===== src/sv/ppi_pkg.sv =====
// Package for the periodic profile interpolator.
// Holds field widths, register and kind codes, iteration counts and the
// command and status structs shared by the controller and the datapath.
package ppi_pkg;

	localparam int POS_W = 31;
	localparam int LEN_W = 31;
	localparam int VAL_W = 32;
	localparam int QRY_W = 32;
	localparam int CNT_W = 7;
	localparam int IDX_W = 6;
	localparam int CFG_IDX_W = 1;
	localparam int CFG_DATA_W = 31;

	// Configuration register indexes.
	localparam logic [CFG_IDX_W-1:0] CFG_TRACK_LENGTH = 1'b0;
	localparam logic [CFG_IDX_W-1:0] CFG_NODE_COUNT   = 1'b1;

	// Input item kinds.
	localparam logic KIND_LOAD  = 1'b0;
	localparam logic KIND_QUERY = 1'b1;

	// A loop this short or shorter marks the table invalid.
	localparam logic [LEN_W-1:0] MIN_TRACK_LENGTH = 31'd256;

	// Iteration counts of the sequential units.
	localparam int MOD_STEPS = 32;
	localparam int MUL_STEPS = 31;
	localparam int DIV_STEPS = 33;
	localparam int STEP_W = 6;

	// Source of the values loaded into the output register.
	typedef enum logic [1:0] {
		RES_ZERO,
		RES_FIRST,
		RES_LOWER,
		RES_LERP
	} ppi_res_src_t;

	typedef struct packed {
		logic         load_wr;
		logic         qry_start;
		logic         mod_step;
		logic         mod_fix;
		logic         mem_rd;
		logic         cmp_take;
		logic         idx_inc;
		logic         setup;
		logic         mul_init;
		logic         mul_step;
		logic         div_init;
		logic         div_step;
		logic         res_load;
		ppi_res_src_t res_src;
	} ppi_cmd_t;

	typedef struct packed {
		logic is_load;
		logic tbl_ok;
		logic gt;
		logic idx_first;
		logic idx_last;
		logic span_ok;
	} ppi_sts_t;

endpackage


===== src/sv/ppi_ctrl.sv =====
// Controller of the periodic profile interpolator.
// Sequences loads, the wrap, the node scan, the multiply and the divide.
// Depends on ppi_pkg for the command and status structs.
module ppi_ctrl (
	input  logic               clk,
	input  logic               arst_n,
	input  logic               in_valid,
	output logic               in_ready,
	output logic               out_valid,
	input  logic               out_ready,
	input  ppi_pkg::ppi_sts_t  sts,
	output ppi_pkg::ppi_cmd_t  cmd
);
	import ppi_pkg::*;

	localparam logic [3:0] S_IDLE   = 4'd0;
	localparam logic [3:0] S_MOD    = 4'd1;
	localparam logic [3:0] S_MODFIX = 4'd2;
	localparam logic [3:0] S_RD     = 4'd3;
	localparam logic [3:0] S_CMP    = 4'd4;
	localparam logic [3:0] S_SETUP  = 4'd5;
	localparam logic [3:0] S_CHK    = 4'd6;
	localparam logic [3:0] S_MUL    = 4'd7;
	localparam logic [3:0] S_DINIT  = 4'd8;
	localparam logic [3:0] S_DIV    = 4'd9;
	localparam logic [3:0] S_FIN    = 4'd10;

	logic [3:0]        state_q, state_d;
	logic [STEP_W-1:0] cnt_q, cnt_d;
	ppi_res_src_t      src_q, src_d;
	logic              out_valid_q;
	logic              in_acc;
	logic              out_free;

	assign in_ready  = (state_q == S_IDLE);
	assign in_acc    = in_valid && in_ready;
	assign out_free  = !out_valid_q || out_ready;
	assign out_valid = out_valid_q;

	// Next state and datapath commands.
	always_comb begin
		state_d = state_q;
		cnt_d   = cnt_q;
		src_d   = src_q;
		cmd     = '0;
		cmd.res_src = src_q;
		unique case (state_q)
			S_IDLE: begin
				if (in_acc) begin
					if (sts.is_load) begin
						cmd.load_wr = 1'b1;
					end else if (!sts.tbl_ok) begin
						src_d   = RES_ZERO;
						state_d = S_FIN;
					end else begin
						cmd.qry_start = 1'b1;
						cnt_d   = '0;
						state_d = S_MOD;
					end
				end
			end
			S_MOD: begin
				cmd.mod_step = 1'b1;
				cnt_d = cnt_q + 1'b1;
				if (cnt_q == STEP_W'(MOD_STEPS - 1)) begin
					state_d = S_MODFIX;
				end
			end
			S_MODFIX: begin
				cmd.mod_fix = 1'b1;
				state_d = S_RD;
			end
			S_RD: begin
				cmd.mem_rd = 1'b1;
				state_d = S_CMP;
			end
			S_CMP: begin
				cmd.cmp_take = 1'b1;
				if (sts.gt) begin
					if (sts.idx_first) begin
						src_d   = RES_FIRST;
						state_d = S_FIN;
					end else begin
						state_d = S_SETUP;
					end
				end else if (sts.idx_last) begin
					state_d = S_SETUP;
				end else begin
					cmd.idx_inc = 1'b1;
					state_d = S_RD;
				end
			end
			S_SETUP: begin
				cmd.setup = 1'b1;
				state_d = S_CHK;
			end
			S_CHK: begin
				if (!sts.span_ok) begin
					src_d   = RES_LOWER;
					state_d = S_FIN;
				end else begin
					cmd.mul_init = 1'b1;
					cnt_d   = '0;
					state_d = S_MUL;
				end
			end
			S_MUL: begin
				cmd.mul_step = 1'b1;
				cnt_d = cnt_q + 1'b1;
				if (cnt_q == STEP_W'(MUL_STEPS - 1)) begin
					state_d = S_DINIT;
				end
			end
			S_DINIT: begin
				cmd.div_init = 1'b1;
				cnt_d   = '0;
				state_d = S_DIV;
			end
			S_DIV: begin
				cmd.div_step = 1'b1;
				cnt_d = cnt_q + 1'b1;
				if (cnt_q == STEP_W'(DIV_STEPS - 1)) begin
					src_d   = RES_LERP;
					state_d = S_FIN;
				end
			end
			S_FIN: begin
				if (out_free) begin
					cmd.res_load = 1'b1;
					state_d = S_IDLE;
				end
			end
			default: begin
				state_d = S_IDLE;
			end
		endcase
	end

	// State, counter and output valid registers.
	always_ff @(posedge clk or negedge arst_n) begin
		if (!arst_n) begin
			state_q     <= S_IDLE;
			cnt_q       <= '0;
			src_q       <= RES_ZERO;
			out_valid_q <= 1'b0;
		end else begin
			state_q <= state_d;
			cnt_q   <= cnt_d;
			src_q   <= src_d;
			if (cmd.res_load) begin
				out_valid_q <= 1'b1;
			end else if (out_ready) begin
				out_valid_q <= 1'b0;
			end
		end
	end

endmodule


===== config.mk =====
export PLATFORM = sky130hd
export DESIGN_NAME = ppi_ctrl
export DESIGN_NICKNAME = d
export VERILOG_FILES = /design/src/sv/ppi_pkg.sv /design/src/sv/ppi_ctrl.sv
export SDC_FILE = /design/constraint.sdc
export NUM_CORES = 1
export LEC_CHECK = 0
export BUFFER_PORTS_ARGS = -buffer_cell sky130_fd_sc_hd__buf_2
export CAP_MARGIN = 0
export CORE_MARGIN = 2
export CORE_UTILIZATION = 30
export DETAILED_ROUTE_END_ITERATION = 8
export GPL_TIMING_DRIVEN = 0
export PLACE_DENSITY = 0.61
export SLEW_MARGIN = 10
export SYNTH_ARGS = -nofsm -noshare
export SYNTH_HDL_FRONTEND = slang
export SYNTH_SLANG_ARGS = --single-unit

===== constraint.sdc =====
create_clock -name clk -period 2.7 [get_ports clk]
set_clock_uncertainty 0.2 [all_clocks]
set_input_delay 0.54 -clock clk [delete_from_list [all_inputs] [get_ports clk]]
set_output_delay 0.54 -clock clk [all_outputs]
set_load 0.005 [all_outputs]

==> results by group, run 1 <==
Placement
  • DP Wirelength: 2090 µm
  • Final GP Congestion: 0.879
  • Port bufs: 26
  • Placed Area: 1270 µm²

Synth
  • Sequential-to-total area share from yosys stat: 30.2%
  • Mapped Avg Cell Area: 8.77 µm²
  • Flops & latches, synth: 13
  • Syn Inst Count: 123
  • Asr flop ratio synth: 100%
  • Synth area leaders: dfrtp_1 (30%), nand2b_1 (4.6%), ha_1 (3.5%), nand2_1 (3.1%), nor3_1 (2.8%)
  • Yosys top cell area share: 30.2%
  • Post-synth design cell area: 1080 µm²
  • Synth unique cells: 47
  • Dominant synthesized flop cell: dfrtp_1
  • Syn_nets: 136
  • Post-synth EDFFs: 0
  • Yosys top cell by area: dfrtp_1
  • Syn. warnings: 0

Critical path
  • Worst Path Required: 1.96 ns
  • Worst-path cell chain: buf_6, or4_4, inv_1, and3_1, buf_2
  • Setup crit start: state_q[2]
  • Crit-path slowest cell: or4_4
  • Crit path DAT: 1.83 ns
  • Max stage delay on crit path: 0.55 ns
  • CP Launch Type: flop
  • Critical R2R Launch: state_q[1]
  • Crit. End Element: output pin
  • Setup Crit Path Kind: flop to output pin
  • Crit path max fanout: 10

Pwr
  • Cell Pwr Density: 981 nW/µm²
  • P_leak: 0.000658 µW
  • VDD IR max: 0.000372 V

CTS
  • CTS sink cnt: 13
  • Clock latency on the worst-skew pair: 0.29 ns
  • H-Tree Depth: 1
  • Num CTS Buffers: 3
  • CTS tree: yes
  • Setup bufs post-CTS: 0
  • Root Buffer: clkbuf_4
  • Clk slew on worst S/H paths: 0.09 ns
  • CTS Buffer Depth: 2

GRT
  • Global-route wire length before repair: 4760 µm
  • All-Layer GR Usage: 14.3%
  • Grt ovf: 0
  • Initial antenna violation count: 0
  • Vias in the first global route: 1,015
  • Largest net degree at the start of global routing: 14

Detailed routing
  • DR WL met3: 240 µm
  • Final ANT Viol Nets: 0
  • Vias/cell: 5.43
  • Metal2 WL: 1310 µm
  • Iter 0 DRT Violations: 77
  • Final wirelength: 2740 µm
  • Pre-Repair DR Iteration Count: 4
  • DR WL/cell: 13.7 µm
  • Via count: 1,086
  • Drt drc: 0
  • Top Metal Used: met4
  • M1 WL: 1180 µm

STA
  • Hold Slack: 0.306 ns
  • Slew HR: 57.3%
  • Setup violators final: 0
  • Tcrit/Tclk final: 95.4%
  • Max Freq: 388 MHz
  • Final hold violation count: 0
  • Slew Limit Fails: 0
  • RSZ-0062 raised after global routing: false
  • Tightest Pin Transition: 0.634 ns
  • Setup TNS: 0 ns
  • Post-route minimum period: 2.57 ns

Finish
  • Diode count: 0
  • Nets: 168
  • # fillers: 354
  • Post-route cell area: 1300 µm²
  • Share of cells above drive strength 1: 28.6%
  • Layout area overhead: 20.8%
  • Finished Core Util: 38.4%

Worst hold path
  • Worst hold path class: flop to flop
  • Hold_sp: src_q[0]

Floorplan
  • DIE WIDTH: 64.0 µm
  • Core ar.: 3390 µm²
  • Initial core utilization: 31.8%
  • Rows: 21
  • Die area: 4090 µm²
  • Die Span Y: 64.0 µm
  • # IOs: 27

Status
  • Status: finished clean

Flow run
  • Max-cap violations: 0
[cell usage after synthesis (2+ instances only)]
library cell and number:
dfrtp_1 13, nand2_1 9, nand2b_1 8, nor2_1 8, inv_1 7, nor3_1 6, a31oi_1 4, nand3_1 4
nor2b_1 4, nor3b_1 4, o21ai_0 4, a21o_1 3, a21oi_1 3, and3_1 3, buf_2 3, ha_1 3
o2111ai_1 3, and3b_1 2, mux2_2 2, o21a_1 2, o2bb2ai_1 2
[cells in the final DEF (no fill, tap or decap), types with 2 or more instances in the layout]
| cell | count |
|---|---|
| a21o_1 | 3 |
| nor3b_1 | 4 |
| clkbuf_1 | 2 |
| mux2_2 | 2 |
| nand2_1 | 9 |
| nor3_1 | 6 |
| nor2b_1 | 4 |
| and3b_1 | 2 |
| nor2_1 | 8 |
| buf_2 | 29 |
| inv_1 | 7 |
| a31oi_1 | 4 |
| nand3_1 | 4 |
| nand2b_1 | 8 |
| o2111ai_1 | 3 |
| o21ai_0 | 4 |
| and3_1 | 3 |
| clkbuf_4 | 3 |
| a21oi_1 | 3 |
| o21a_1 | 2 |
| o2bb2ai_1 | 2 |
| dfrtp_1 | 13 |
| ha_1 | 3 |
[registers in the layout, indices dropped and copies added, names as in the netlist]
name       count
cnt_q          6
out_valid      1
src_q          2
state_q        4
[critical path, delay by kind of cell (launching register included)]
| kind | cells | cell delay, ns |
|---|---|---|
| simple gates | 2 | 0.72 |
| buf+inv | 3 | 0.44 |
| flops | 1 | 0.38 |
[path summary, 6_finish.rpt]
| path | slack [ns] | cells past startpoint | endpoint |
|---|---|---|---|
| worst max-delay path | 0.13 | 5 | cmd[14] |
| max in group asynchronous | 1.59 | 2 | src_q[0] |
| worst min register to register | 0.31 | 1 | src_q[0] |
| worst max register to register | 0.49 | 6 | state_q[3] |
| worst min-delay path | 0.31 | 1 | src_q[0] |
| min in group asynchronous | 0.46 | 2 | out_valid |
[per-layer routing]
metal | track usage (%) | vias to the layer above
li1 | - | 520
met1 | 19.7 | 517
met2 | 22.5 | 47
met3 | 4.58 | 2
met4 | 1.90 | 0
met5 | 0 | -
[repair_timing]
item | CTS | global route
endpoints found under the hold margin | 13 | 0
gates resized for setup | 0 | 0
hold buffers | 1 | 0
[cells by family after synthesis]
kind of cell | synth area share (%)
AND/OR/NAND/NOR | 31.3
AO/OA/AOI/OAI | 24.2
buffers and inverters | 5.68
flip-flops | 30.2
multiplexers | 3.48
adder cells (fa/ha/maj) | 3.48
XOR/XNOR | 1.62
[metrics by stage]
| stage | power (µW) | worst slack [ns] | std cells |
|---|---|---|---|
| after floorplan | 930 | 0.615 | 123 |
| after global placement | 1140 | 0.459 | 195 |
| after detailed placement | 1140 | 0.450 | 195 |
| after CTS | 1280 | 0.116 | 200 |
| after global routing | 1400 | 0.0298 | 200 |
| final | 1280 | 0.125 | 200 |
[power by group]
group | total, µW | switching (µW) | internal [µW]
logic | 822 | 454 | 368
clock network | 129 | 71.4 | 57.5
registers | 327 | 66.6 | 261
total | 1280 | 592 | 686
[cell type report]
cell class / count / area [µm²] / share of cell area, %
Multi-Input combinational cell: 97 / 692 / 53.1
Sequential cell: 13 / 325 / 25.0
Timing Repair Buffer: 27 / 140 / 10.8
Tap cell: 46 / 57.6 / 4.42
Buffer: 6 / 35.0 / 2.69
Clock buffer: 4 / 26.3 / 2.02
Inverter: 7 / 26.3 / 2.02
Power figures use the tool's default switching activity.
==> run 2: changes to the inputs <==
CORE_MARGIN = unset   (was 2)
PLACE_DENSITY = 0.63   (was 0.61)
clock period = 2.1 ns   (was 2.7 ns; I/O delays follow)
==> run 2 against run 1 <==
The run now ends with negative setup slack left. Final cell count is 7.0% higher. Clock power is 26% higher. Hold slack worse by 0.038 ns. Critical path depth is 1 lower. Non-clock buffer count is 14 higher. Design area is 23% higher. Global-route usage is 2.3 points higher. Die area is 6.2% lower. Count of clock-buffer cells in the layout stayed put. Routed wire length is 16% higher. Combinational power is 84% higher. Setup slack worse by 0.30 ns. Critical path type unchanged. Critical endpoint is now cmd[13]. Largest cell class unchanged. Highest routed layer unchanged.
==> results by group, run 2 (same netlist as run 1, synthesis figures left out) <==
Floorplan
  • Core ar.: 3390 µm² (unchanged)
  • # IOs: 27 (unchanged)
  • Die area: 3840 µm² (-6.2%)
  • Rows: 21 (unchanged)
  • Die Span Y: 62.0 µm (-3.1%)
  • DIE WIDTH: 62.0 µm (-3.1%)
  • Initial core utilization: 31.8% (unchanged)

Flow run
  • Max-cap violations: 0 (unchanged)

Critical path
  • Setup crit start: state_q[1]
  • Crit. End Element: output pin
  • Crit path max fanout: 4 (-6)
  • Setup crit end: cmd[13]
  • Worst Path Required: 1.48 ns (-0.48 ns)
  • Reg2Reg Depth: 7 (+1)
  • Critical R2R Launch: state_q[1]
  • Crit path DAT: 1.65 ns (-0.18 ns)
  • R2r endpoint: src_q[0]
  • Worst-case register-to-register setup slack: -0.02 ns (-0.51 ns)
  • CP Launch Type: flop
  • Setup Crit Path Kind: flop to output pin

Finish
  • Layout area overhead: 48.5%
  • Diode count: 0 (unchanged)
  • Finished Core Util: 47.2% (+8.8 points)
  • Nets: 182 (+8.3%)
  • Post-route cell area: 1600 µm² (+23%)
  • Number of flip-flops under the largest register name: 6 (unchanged)
  • Biggest regs: cnt_q x6, state_q x4, src_q x2
  • Largest register by flop count: cnt_q
  • Share of cells above drive strength 1: 51.8% (+23 points)
  • Most frequent cells in the layout: buf_2 (25), buf_4 (13), dfrtp_1 (10)
  • Commonest non-fill, non-tap cell in the layout: buf_2
  • # fillers: 334 (-5.6%)

Placement
  • DP Wirelength: 2190 µm (+4.4%)
  • Final GP Congestion: 0.956 (+8.7%)
  • Placed Area: 1270 µm² (unchanged)
  • Port bufs: 26 (unchanged)
  • DP Worst Slack: -0.0407 ns (-0.490 ns)

CTS
  • Root Buffer: clkbuf_4
  • CTS tree: yes
  • Num CTS Buffers: 3 (unchanged)
  • CTS sink cnt: 13 (unchanged)
  • Clock latency on the worst-skew pair: 0.29 ns (about the same)
  • H-Tree Depth: 1 (unchanged)
  • Clk slew on worst S/H paths: 0.08 ns (about the same)
  • CTS Buffer Depth: 2 (unchanged)

STA
  • RSZ-0062 raised after global routing: true
  • Final WS setup: -0.174 ns (-0.299 ns)
  • Setup TNS: -0.687 ns (-0.687 ns)
  • Post-route minimum period: 2.27 ns
  • Setup violators final: 8 (+8)
  • Slew Limit Fails: 0 (unchanged)
  • Slew HR: 72.8% (+16 points)
  • Final hold violation count: 0 (unchanged)
  • Tightest Pin Transition: 0.405 ns (-0.229 ns)
  • Max Freq: 440 MHz
  • Tcrit/Tclk final: 108%

Pwr
  • Int Power: 1180 µW (+71%)
  • Comb pwr share: 71.5% (+7.2 points)
  • VDD IR max: 0.000603 V (+62%)
  • Cell Pwr Density: 1320 nW/µm² (+34%)
  • Sw frac: 44.3% (-2.0 points)
  • Clock power frac: 7.7% (-2.4 points)
  • Reg power frac: 20.8% (-4.8 points)
  • Final Power: 2110 µW (+65%)
  • Switching pwr: 936 µW (+58%)
  • P_leak: 0.000767 µW (+16%)

Detailed routing
  • Vias/cell: 5.35 (-1.5%)
  • Final ANT Viol Nets: 0 (unchanged)
  • DR WL/cell: 14.9 µm (+8.5%)
  • Pre-Repair DR Iteration Count: 4 (unchanged)
  • Via count: 1,145 (+5.4%)
  • Final wirelength: 3180 µm (+16%)
  • Drt drc: 0 (unchanged)
  • Iter 0 DRT Violations: 49 (-36%)

GRT
  • Initial antenna violation count: 0 (unchanged)
  • Grt ovf: 0 (unchanged)
  • All-Layer GR Usage: 16.7% (+2.3 points)
  • Global-route wire length before repair: 4620 µm (-3.0%)
  • Vias in the first global route: 994 (-2.1%)
  • Largest net degree at the start of global routing: 14 (unchanged)

Status
  • Status: complete, but fails checks
  • Failing checks: negative setup slack

Worst hold path
  • Hold_sp: out_ready
  • Worst hold path class: input pin to flop
run 2: how the worst min path moves through the flow:
stage / to / slack (ns) / cells past startpoint
finish: out_valid / 0.27 / 3
global route: state_q[2] / 0.27 / 3
CTS: state_q[2] / 0.25 / 3
detailed placement: out_valid / 0.13 / 1
global placement: out_valid / 0.13 / 1
floorplan: cnt_q[0] / -0.08 / 0
run 2: area by class of cell:
type / count / area, µm² / area share [%]
multi-input cells: 97 / 837 / 52.3
flip-flops and latches: 13 / 329 / 20.5
repair buffers: 43 / 294 / 18.4
well taps: 46 / 57.6 / 3.59
plain buffers: 4 / 28.8 / 1.80
inverters: 7 / 28.8 / 1.80
clock buffers: 4 / 26.3 / 1.64
run 2: worst max-delay path: stages, from the launching register on:
cell and delay [ns]:
dfrtp_2 0.43, or4_4 0.58, inv_4 0.09, and3_4 0.18, buf_6 0.09
run 2: layer usage:
metal,share of wire [%],global-route usage (%),vias to the layer above
met3,3.8,4.76,6
met2,49,24.5,25
met5,0,0,-
met1,46,22.9,565
met4,0.91,6.67,0
li1,-,-,549
run 2: stage by stage:
step,std cells,hold WS (ns)
floorplan,123,-0.0756
global placement,195,0.125
detailed placement,195,0.128
CTS,209,0.248
global route,214,0.268
finish,214,0.268
run 2: what timing repair did:
action / CTS / global route
hold buffers: 1 / 0
pin swaps: 2 / 7
gates resized for setup: 15 / 36
endpoints found under the setup margin: 11 / 18
setup buffers: 10 / 6
hold endpoints to repair: 13 / 0
run 2: power by group through the flow:
stage,Sequential [µW],Clock (µW),Combinational (µW)
floorplan,406,0,790
global placement,423,0,1050
detailed placement,423,0,1050
CTS,419,170,1230
global route,454,185,1630
finish,439,162,1510
==> run 3: changes to the inputs <==
CORE_UTILIZATION = 47   (was 30)
PLACE_DENSITY = 0.86   (was 0.63)
==> run 3 against run 2 <==
Critical endpoint is now cmd[14]. The flow still finishes with violations (negative setup slack). Sequential power shrank 4%. Final cell count shrank 10%. Largest power group unchanged. Setup slack gained 0.014 ns.
==> results by group, run 3 (same netlist as run 1, synthesis figures left out) <==
Finish
  • Nets: 179 (-1.6%)
  • Layout area overhead: 36.2%
  • Seq. cell area: 328 µm² (-0.38%)
  • Diode count: 0 (unchanged)
  • Share of cells above drive strength 1: 43.0% (-8.8 points)
  • Largest register by flop count: cnt_q
  • Most frequent cells in the layout: buf_2 (25), buf_4 (12), dfrtp_1 (11)
  • Multi-input logic area: 768 µm² (-8.2%)
  • Biggest regs: cnt_q x6, state_q x4, src_q x2
  • Final Non-Filler Cells: 192 (-10%)
  • # fillers: 148 (-56%)
  • Finished Core Util: 71.2% (+24 points)
  • Commonest non-fill, non-tap cell in the layout: buf_2
  • Number of flip-flops under the largest register name: 6 (unchanged)

CTS
  • CTS tree: yes
  • Clk slew on worst S/H paths: 0.09 ns (about the same)
  • CTS sink cnt: 13 (unchanged)
  • H-Tree Depth: 1 (unchanged)
  • CTS Buffer Depth: 2 (unchanged)
  • Num CTS Buffers: 3 (unchanged)
  • Root Buffer: clkbuf_4
  • Clock latency on the worst-skew pair: 0.29 ns (about the same)

Floorplan
  • Core ar.: 2060 µm² (-39%)
  • DIE WIDTH: 49.9 µm (-19%)
  • Initial core utilization: 52.3% (+20 points)
  • Die Span Y: 49.9 µm (-19%)
  • Die area: 2490 µm² (-35%)
  • # IOs: 27 (unchanged)
  • Rows: 16 (-24%)

Critical path
  • Cell family with most CP delay: simple AND/OR/NAND/NOR gates
  • Crit. End Element: output pin
  • CP bufs+invs: 2 (unchanged)
  • Max stage delay on crit path: 0.56 ns (-0.02 ns)
  • Crit-path slowest cell: or4_4
  • Count of cell instances traversed by the critical path: 4 (unchanged)
  • Worst-path cell chain: or4_4, inv_4, and3_4, buf_6
  • Setup Crit Path Kind: flop to output pin
  • CP Launch Type: flop
  • Worst Path Required: 1.48 ns (about the same)
  • Crit path max fanout: 4 (unchanged)
  • Reg2Reg Depth: 7 (unchanged)
  • Crit path DAT: 1.64 ns (about the same)

STA
  • Slew Limit Fails: 0 (unchanged)
  • Setup TNS: -0.514 ns (+0.172 ns)
  • Final hold violation count: 0 (unchanged)
  • Tightest Pin Transition: 0.548 ns (+0.142 ns)
  • Post-route minimum period: 2.26 ns (-0.0141 ns)
  • Slew HR: 63.1% (-9.7 points)
  • RSZ-0062 raised after global routing: true
  • Max Freq: 443 MHz (+0.63%)
  • Tcrit/Tclk final: 108% (-0.67 points)
  • Setup violators final: 6 (-2)
  • Final WS setup: -0.159 ns (+0.0141 ns)

Worst hold path
  • Worst hold stages: 3 (unchanged)
  • Worst hold path class: input pin to flop

Detailed routing
  • Via count: 1,181 (+3.1%)
  • Iter 0 DRT Violations: 55 (+12%)
  • Final wirelength: 3180 µm (about the same)
  • DR WL/cell: 16.6 µm (+12%)
  • Vias/cell: 6.15 (+15%)
  • Drt drc: 0 (unchanged)
  • Final ANT Viol Nets: 0 (unchanged)
  • Pre-Repair DR Iteration Count: 5 (+1)

Placement
  • DP Wirelength: 2100 µm (-4.0%)
  • Final GP Congestion: 0.911 (-4.7%)
  • Port bufs: 26 (unchanged)
  • Post-Place Cells: 176 (-9.7%)

Pwr
  • Switching pwr: 917 µW (-1.9%)
  • Reg power frac: 21.2% (+0.4 points)
  • Int Power: 1080 µW (-8.1%)
  • Final Power: 2000 µW (-5.4%)
  • P_leak: 0.000737 µW (-3.8%)
  • Comb pwr share: 70.4% (-1.1 points)
  • Clock power frac: 8.4% (+0.7 points)
  • VDD IR max: 0.000795 V (+32%)
  • Cell Pwr Density: 1360 nW/µm² (+3.2%)
  • Sw frac: 45.9% (+1.6 points)

GRT
  • Grt ovf: 0 (unchanged)
  • Initial antenna violation count: 0 (unchanged)
  • Vias in the first global route: 1,036 (+4.2%)
  • All-Layer GR Usage: 25.7% (+9.1 points)
  • Global-route wire length before repair: 4790 µm (+3.7%)
  • Largest net degree at the start of global routing: 14 (unchanged)

Status
  • Status: complete, but fails checks
  • Failing checks: negative setup slack

Flow run
  • Max-cap violations: 0 (unchanged)
-- run 3: changes by cell type in the layout (fill, tap and decap cells not counted), sizes merged --
cell    delta
buf        -5
clkbuf     +1
clkinv     +1
-- run 3: layout make-up --
class	count	share of cell area [%]
Multi-Input combinational cell	97	52.3
Sequential cell	13	22.3
Timing Repair Buffer	40	17.3
Tap cell	27	2.30
Buffer	4	1.96
Inverter	7	1.96
Clock buffer	3	1.53
Clock inverter	1	0.341
-- run 3: per-layer routing --
| metal | up-vias | part of all wire (%) | GRT usage, % |
|---|---|---|---|
| li1 | 541 | - | - |
| met2 | 61 | 50 | 44.1 |
| met3 | 7 | 7.3 | 2.16 |
| met1 | 572 | 41 | 34.2 |
| met5 | - | 0 | 0 |
| met4 | 0 | 1.4 | 7.14 |
-- run 3: worst paths after layout --
check / slack (ns) / end / startpoint
max in group asynchronous: 1.10 / state_q[3] / arst_n
hold / removal: 0.25 / state_q[2] / sts[0]
setup / recovery: -0.16 / cmd[14] / state_q[3]
hold reg to reg: 0.32 / src_q[0] / src_q[0]
min in group asynchronous: 0.35 / state_q[0] / arst_n
setup reg to reg: 0 / src_q[0] / state_q[3]
-- run 3: timing repair --
action,CTS,global route
pin swaps,3,3
endpoints found under the hold margin,13,0
buffers inserted,8,5
endpoints found under the setup margin,10,12
hold buffers,1,0
resized for setup,13,13
-- run 3: power by group through the flow --
| stage | sequential (µW) | combinational (µW) | clock [µW] |
|---|---|---|---|
| 2_1_floorplan | 406 | 790 | 0 |
| 3_3_place_gp | 422 | 1020 | 0 |
| 3_5_place_dp | 429 | 1060 | 0 |
| 4_1_cts | 422 | 1210 | 163 |
| 5_1_grt | 438 | 1510 | 171 |
| 6_report | 423 | 1410 | 168 |
-- run 3: per-stage QoR --
stage / worst slack, ns / hold slack [ns] / area [µm²]
after detailed placement: -0.0483 / 0.126 / 1240
after CTS: -0.143 / 0.241 / 1370
after floorplan: 0.0938 / -0.0756 / 1080
final: -0.159 / 0.248 / 1470
after global placement: 0.0359 / 0.127 / 1240
after global routing: -0.185 / 0.281 / 1470
-- run 3: worst reg2reg max path: cells and delay by family, from the launching register on --
family	cells	cell delay, ns
AOI/OAI and AO/OA	2	0.16
DFF	1	0.43
and+or+nand+nor	1	0.56
buffers and inverters	3	0.28
muxes	1	0.35
